### src/sv/sus_pkg.sv
// Shared types and constants for the sorted unique set union core.
// Used by sus_ctrl, sus_datapath and sorted_unique_set_union_core.
`default_nettype none

package sus_pkg;

  localparam int STORE_DEPTH = 32;
  localparam int COUNT_W     = $clog2(STORE_DEPTH + 1);

  typedef struct packed {
    logic signed [31:0] value;
    logic               final_item;
  } sus_in_t;

  typedef struct packed {
    logic signed [31:0] union_value;
    logic               last_of_run;
    logic               overflowed;
  } sus_out_t;

  // controller to datapath
  typedef struct packed {
    logic insert;
    logic pop;
    logic clear_ovf;
  } sus_cmd_t;

  // datapath to controller
  typedef struct packed {
    logic last;
  } sus_status_t;

endpackage

`default_nettype wire

### src/sv/sorted_unique_set_union_core.sv
// Top level of the sorted unique set union core.
// Depends on sus_pkg, sus_ctrl and sus_datapath.
`default_nettype none

// An item is transferred when start is high and busy is low; after a non-final
// item the next one may follow at once, since every held value is compared
// against the new one in parallel and the insert is a shift of the cell row.
// The final item is absorbed like the others, then the union drains from the
// head cell one value per cycle, with busy high throughout; strobe marks each
// result for exactly one cycle and the receiver must take it then. The store
// and the overflow flag are empty again once the value marked last_of_run has
// been shown.
module sorted_unique_set_union_core
  import sus_pkg::*;
(
  input  logic     clk,
  input  logic     rst,
  input  logic     start,
  output logic     busy,
  input  sus_in_t  item,
  output logic     strobe,
  output sus_out_t result
);

  sus_cmd_t    cmd;
  sus_status_t status;

  sus_ctrl u_ctrl (
    .clk        (clk),
    .rst        (rst),
    .start      (start),
    .final_item (item.final_item),
    .status     (status),
    .cmd        (cmd),
    .busy       (busy),
    .strobe     (strobe)
  );

  sus_datapath u_datapath (
    .clk    (clk),
    .rst    (rst),
    .cmd    (cmd),
    .value  (item.value),
    .status (status),
    .result (result)
  );

  // a final transfer always starts a run on the next cycle
  a_final_starts_run: assert property (@(posedge clk) disable iff (rst)
    start && !busy && item.final_item |=> strobe)
    else $error("final transfer did not start a run");

  // a run continues without gaps until the last value
  a_run_contiguous: assert property (@(posedge clk) disable iff (rst)
    strobe && !result.last_of_run |=> strobe)
    else $error("gap inside result run");

  // the last value ends the run and frees the block
  a_last_ends_run: assert property (@(posedge clk) disable iff (rst)
    strobe && result.last_of_run |=> !busy && !strobe)
    else $error("run did not end after last value");

  // overflow flag is the same on every value of a run
  a_ovf_steady: assert property (@(posedge clk) disable iff (rst)
    strobe && !result.last_of_run |=> $stable(result.overflowed))
    else $error("overflow flag changed within a run");

endmodule

`default_nettype wire

### src/sv/sus_ctrl.sv
// Controller for the set union core: absorbs items while idle, then drains the run.
// Depends on sus_pkg.
`default_nettype none

module sus_ctrl
  import sus_pkg::*;
(
  input  logic        clk,
  input  logic        rst,
  input  logic        start,
  input  logic        final_item,
  input  sus_status_t status,
  output sus_cmd_t    cmd,
  output logic        busy,
  output logic        strobe
);

  typedef enum logic {
    IDLE,
    EMIT
  } state_t;

  state_t state;

  always_ff @(posedge clk) begin
    if (rst) begin
      state <= IDLE;
    end else begin
      case (state)
        IDLE: begin
          if (start && final_item) begin
            state <= EMIT;
          end
        end
        EMIT: begin
          if (status.last) begin
            state <= IDLE;
          end
        end
        default: state <= IDLE;
      endcase
    end
  end

  always_comb begin
    cmd.insert    = (state == IDLE) && start;
    cmd.pop       = (state == EMIT);
    cmd.clear_ovf = (state == EMIT) && status.last;
  end

  assign busy   = (state == EMIT);
  assign strobe = (state == EMIT);

endmodule

`default_nettype wire

### src/sv/sus_datapath.sv
// Datapath: a row of sorted cells with parallel compare, insert-by-shift and drain.
// Depends on sus_pkg.
`default_nettype none

module sus_datapath
  import sus_pkg::*;
(
  input  logic               clk,
  input  logic               rst,
  input  sus_cmd_t           cmd,
  input  logic signed [31:0] value,
  output sus_status_t        status,
  output sus_out_t           result
);

  logic signed [31:0] cells      [STORE_DEPTH];
  logic signed [31:0] cells_next [STORE_DEPTH];
  logic [COUNT_W-1:0] count;
  logic [COUNT_W-1:0] count_next;
  logic               ovf;
  logic               ovf_next;

  logic [STORE_DEPTH-1:0] valid;
  logic [STORE_DEPTH-1:0] eq;
  logic [STORE_DEPTH-1:0] shift;
  logic                   dup;
  logic                   full;
  logic                   do_insert;

  always_comb begin
    for (int i = 0; i < STORE_DEPTH; i++) begin
      valid[i] = COUNT_W'(i) < count;
      eq[i]    = valid[i] && (cells[i] == value);
      // empty cells act as +infinity so the new value lands right after the last
      shift[i] = !valid[i] || (cells[i] > value);
    end
    dup       = |eq;
    full      = (count == COUNT_W'(STORE_DEPTH));
    do_insert = cmd.insert && !dup && !full;
  end

  always_comb begin
    for (int i = 0; i < STORE_DEPTH; i++) begin
      cells_next[i] = cells[i];
    end
    if (do_insert) begin
      cells_next[0] = shift[0] ? value : cells[0];
      for (int i = 1; i < STORE_DEPTH; i++) begin
        if (shift[i]) begin
          cells_next[i] = shift[i-1] ? cells[i-1] : value;
        end
      end
    end else if (cmd.pop) begin
      for (int i = 0; i < STORE_DEPTH - 1; i++) begin
        cells_next[i] = cells[i+1];
      end
    end
  end

  always_comb begin
    count_next = count;
    ovf_next   = ovf;
    if (do_insert) begin
      count_next = count + COUNT_W'(1);
    end else if (cmd.pop) begin
      count_next = count - COUNT_W'(1);
    end
    if (cmd.insert && !dup && full) begin
      ovf_next = 1'b1;
    end else if (cmd.clear_ovf) begin
      ovf_next = 1'b0;
    end
  end

  always_ff @(posedge clk) begin
    for (int i = 0; i < STORE_DEPTH; i++) begin
      cells[i] <= cells_next[i];
    end
  end

  always_ff @(posedge clk) begin
    if (rst) begin
      count <= '0;
      ovf   <= 1'b0;
    end else begin
      count <= count_next;
      ovf   <= ovf_next;
    end
  end

  assign status.last        = (count == COUNT_W'(1));
  assign result.union_value = cells[0];
  assign result.last_of_run = (count == COUNT_W'(1));
  assign result.overflowed  = ovf;

endmodule

`default_nettype wire
### config.mk
export PLATFORM = sky130hd
export DESIGN_NAME = sorted_unique_set_union_core
export DESIGN_NICKNAME = d
export VERILOG_FILES = /design/src/sv/sus_pkg.sv /design/src/sv/sorted_unique_set_union_core.sv /design/src/sv/sus_ctrl.sv /design/src/sv/sus_datapath.sv
export SDC_FILE = /design/constraint.sdc
export NUM_CORES = 2
export LEC_CHECK = 0
export BUFFER_PORTS_ARGS = -buffer_cell sky130_fd_sc_hd__buf_2
export CAP_MARGIN = 25
export CORE_MARGIN = 2
export CORE_UTILIZATION = 60
export DETAILED_ROUTE_END_ITERATION = 12
export PLACE_DENSITY = 0.77
export SLEW_MARGIN = 15
export SYNTH_ARGS = -nofsm -noshare
export SYNTH_HDL_FRONTEND = slang
export SYNTH_SLANG_ARGS = --single-unit
### constraint.sdc
create_clock -name clk -period 14.08 [get_ports clk]
set_input_delay 0.704 -clock clk [delete_from_list [all_inputs] [get_ports clk]]
set_output_delay 0.704 -clock clk [all_outputs]
set_load 0.005 [all_outputs]
# After elaboration in Yosys (flattened, before gate mapping)
# Memories as Yosys holds them, arrays and structs flattened.
# Index checks and enable logic that the tools add are counted.
# totals
reg_bits	8
elab_cells	285
n_memories	1
in_bits	36
output_inout_bits	36
mem_bits_rw	1024
# classes
mux	73
n_reduce_logical	107
n_lt_le_gt_ge	64
addsub	2
bitwise_logic	1
eq_ne	34
# memory_table
name	depth	width	rd	rd_clocked_by_memory_dff	wr	line	rtl
u_datapath.cells	32	32	32	0	32	sus_datapath.sv:16	logic signed [31:0] cells [STORE_DEPTH];
# op_table
operator	n
$mux 32	64
$mux 992	2
$eq 32x32->1	32
$gt 32x32->1	32
$lt 5x6->1 const A	16
$lt 4x6->1 const A	8
$logic_and 1x1->1	38
$logic_not 1->1	34
$logic_or 1x1->1	32
$reduce_or 32->1	1
$lt 3x6->1 const A	4
$lt 1x6->1 const A	2
$lt 2x6->1 const A	2
$mux 6	2
$add 6x1->6 const B	1
$eq 6x1->1 const B	1
$eq 6x6->1 const B	1
$sub 6x1->6 const B	1
$mux 1	4
$reduce_bool 2->1	2
$pmux 1 s2	1
$not 1->1	1

# Logic depth before layout (Yosys ltp)
# logic_depth
word_depth	7
mapped_depth	15
mapped_depth_nobuf	11

# By module
# Synthesis repeated with hierarchy kept, for this count alone.
# unflattened
cells_unflattened	7374
area_unflattened_um2	75411.1
# by_module_without_submodules
mod	n_inst	seq_area_each_um2	cells_per_inst	area_per_inst_um2
sus_datapath	1	30889.6	7366	75341.0
sus_ctrl	1	20.0	8	70.1

# Worst setup path before layout
# Ideal clock, no wire load.
# synth_path
path_kind	input to register
start	input item[26] (netlist bit)
end	memory u_datapath.cells[31][0], in the netlist u_datapath.cells[1][480], enable pin
setup_slack_ps	8047
t_required_ps	13648
arrival_time_ps	5601
path_buffers	4
setup_ps	432
cell_stages	14
path_cell_list	inv_1 -> ha_1 -> and4_1 -> nor4b_1 -> nand3_1 -> nand4_1 -> or3_1 -> or4_4 -> or2_1 -> buf_2 -> buf_6 -> buf_2 -> buf_2 -> a21oi_1
# synth_rtl
element	line	rtl
start: declaration	sorted_unique_set_union_core.sv:20	input sus_in_t item,
end: declaration	sus_datapath.sv:16	

==> results.md <==
- Status: finished clean
- Reg clk slew, reported paths: 60 ps
- DR DRC count: 0
- Synth Cell Area: 75800 µm²
- Worst hold path type: in -> reg
- Met2 Wirelength: 105000 µm
- Clock Root Buffer: clkbuf_16
- Core Region: 126000 µm²
- Die width: 360 µm
- Seq/Total Area, Yosys: 40.8%
- Worst Hold Path EP: u_ctrl.busy
- Max-cap viol count: 0
- Deepest clock path buffer count: 3
- Die footprint: 129000 µm²
- Total track usage: 36.9%
- Postcts setup bufs: 0
- Multi-input combinational cell area: 42900 µm²
- Worst VDD drop: 0.119 mV
- Vias: 62300
- DIE HEIGHT: 360 µm
- Worst Clk Skew: 52.2 ps
- Fmax: 0.128 GHz
- Most frequent cells in the layout: 1029 x ha_1, 1024 x edfxtp_1, 894 x mux2i_1
- Largest net degree at the start of global routing: 208
- Critical Path RT: 14520 ps
- Setup TNS: 0 ps
- Vias in the first global route: 59400
- DR pass1 iterations: 9
- Worst r2r path cells: 13
- Hold Startpoint: item[0]
- CTS Buf Count: 117
- Average wire per standard cell: 27.4 µm
- Worst reg-to-reg setup slack: 7560 ps
- Slew HR: 26.9%
- Initial Util: 60.4%
- Setup crit end kind: flop
- Layout cells sized above 1: 6.73%
- CP Max Fanout: 185
- Placement Rows: 130
- First-pass GRT wire length: 367000 µm
- Syn Area/Cell: 10.3 µm²
- Commonest non-fill, non-tap cell in the layout: ha_1
- Cells on Worst Hold Path: 3
- Ys async rst share: 0%
- Number of port buffers: 71
- Antenna violations before repair: 21
- Kind of critical path: in -> reg
- Gp weighted congestion: 0.973
- NumNets Final: 8319
- Leakage: 0.0368 µW
- Post-cts resize count: 0
- Flip-flop and latch count after synthesis: 1032
- Power Dens Cells: 163 nW/µm²
- Final number of setup-violating endpoints: 0
- Initial drt markers: 8076
- DR WL met3: 27800 µm
- Capturing point of the worst reg2reg path: u_datapath.cells[0][132]
- Finished Layout Cells: 9011
- Storage cell area: 30900 µm²
- Ys Warns: 0
- Worst-Skew Late Latency: 760 ps
- Uppermost layer routed: met5
- Top-Level Pins: 72
- Clock sinks: 1032
- Area growth, synth to finish: 7.67%
- Fill cell total of the finished layout: 9908
- Post-synth EDFFs: 1024
- Hold bufs inserted after CTS: 0
- WP data arrival: 8250 ps
- Startpoint class of the critical path: input port
- Total power: 13300 µW
- Primary FF master, synth: edfxtp_1
- GRT overflow: 0
- Cell count after placement: 8778
- Final worst-path cycle share: 55.5%
- Wirelength, routed: 247000 µm
- Endpoints failing hold: 0
- Reg2reg start: u_datapath.count[5]
- Met1 Wirelength: 104000 µm
- Via/cell ratio: 6.92
- RSZ-0062 raised after global routing: false
- Least-Margin Pin Slew: 1090 ps
- DRT antenna net count: 0
- Tmin final: 7810 ps
- Final slew viol count: 0
- Syn Nets: 8464
- CTS tree: done
- Post-DP HPWL: 176000 µm
- CTS HTree Levels: 3
- Synth unique cells: 75
- Syn Inst Count: 7399
-- routing by layer --
layer,vias up,GRT usage (%)
met4,14,14.8
li1,27800,-
met3,504,7.91
met1,30500,52.9
met5,-,0
met2,3489,54.4
-- worst max-delay path: stages --
cell and delay (ps):
buf_2 650, clkinv_1 1020, buf_4 530, ha_1 340
nand4_1 140, nor4b_1 110, nand3_1 90, buf_4 410
nand4_1 140, or3_1 400, or4_4 590, nor2_4 430
buf_4 560, buf_12 630, o21ai_0 190, nand2b_1 690
buf_4 410
-- area by class of cell --
class	instances	share of cell area [%]
Clock buffer	152	3.85
Sequential cell	1032	37.9
Clock inverter	64	0.768
Timing Repair Buffer	223	2.06
Multi-Input combinational cell	5789	52.5
Inverter	91	0.418
Tap cell	1650	2.53
Antenna cell	10	0.0306
-- cell families (layout without fill, tap and decap cells) --
group,count (synthesis),after routing,synth area share [%]
other cells,0,10,0
compound gates,2044,2044,15.8
simple gates,1784,1784,10.9
flops,1032,1032,40.8
xor+xnor,1,1,0.0115
fa+ha+maj,1029,1029,17.0
buf+inv,578,530,3.24
mux,931,931,12.3
-- power breakdown --
group	internal (µW)	switching, µW
logic	1910	2910
clock network	1780	1350
registers	4570	822
-- cell usage after synthesis (all sizes together) (6+ instances only) --
cell type	n	area, µm²
edfxtp	1024	30700
a21o	404	3030
a31oi	11	68.8
o21a	72	541
and2	6	37.5
dfxtp	8	160
nand4b	11	96.3
buf	156	876
nor4	40	265
nand2	868	3260
a221oi	34	298
or3	21	131
a22oi	7	52.6
o31ai	6	45.0
mux2	37	417
ha	1029	12900
clkbuf	331	1240
nand2b	20	125
a21oi	532	2670
o211ai	25	188
o21ai	858	4290
nor4b	8	70.1
nor2	290	1090
mux2i	894	8950
or2	22	138
o22ai	11	68.8
and4	24	210
o2111ai	8	70.1
nor3	78	390
o21bai	13	97.6
and3	13	81.3
nand4	256	1600
nor2b	70	438
nand3	46	230
inv	91	342
a211oi	17	128
-- registers in the layout, summed over array words and instances, names as in the netlist --
signal            count
u_datapath.count      6
u_datapath.cells   1024
u_datapath.ovf        1
u_ctrl.busy           1
-- how the worst max path moves through the flow --
stage,start,to,depth (start not counted)
final,item[24],u_datapath.cells[0][132],17
after CTS,item[24],u_datapath.cells[0][133],17
after global routing,item[24],u_datapath.cells[0][133],17
after detailed placement,item[24],u_datapath.cells[0][136],17
after floorplan,item[26],u_datapath.cells[1][480],14
after global placement,item[24],u_datapath.cells[0][133],17
-- stage by stage --
stage               hold WS (ps)  setup slack, ps  utilization, %  area [µm²]
CTS                          191             6330            65.0       81600
finish                       221             6270            65.0       81700
global placement             538             5650            61.9       77700
global route                 238             5830            65.0       81600
floorplan                    466             8050               -       75800
detailed placement           557             5550            62.0       77800
(Power assumes the default switching activity.)
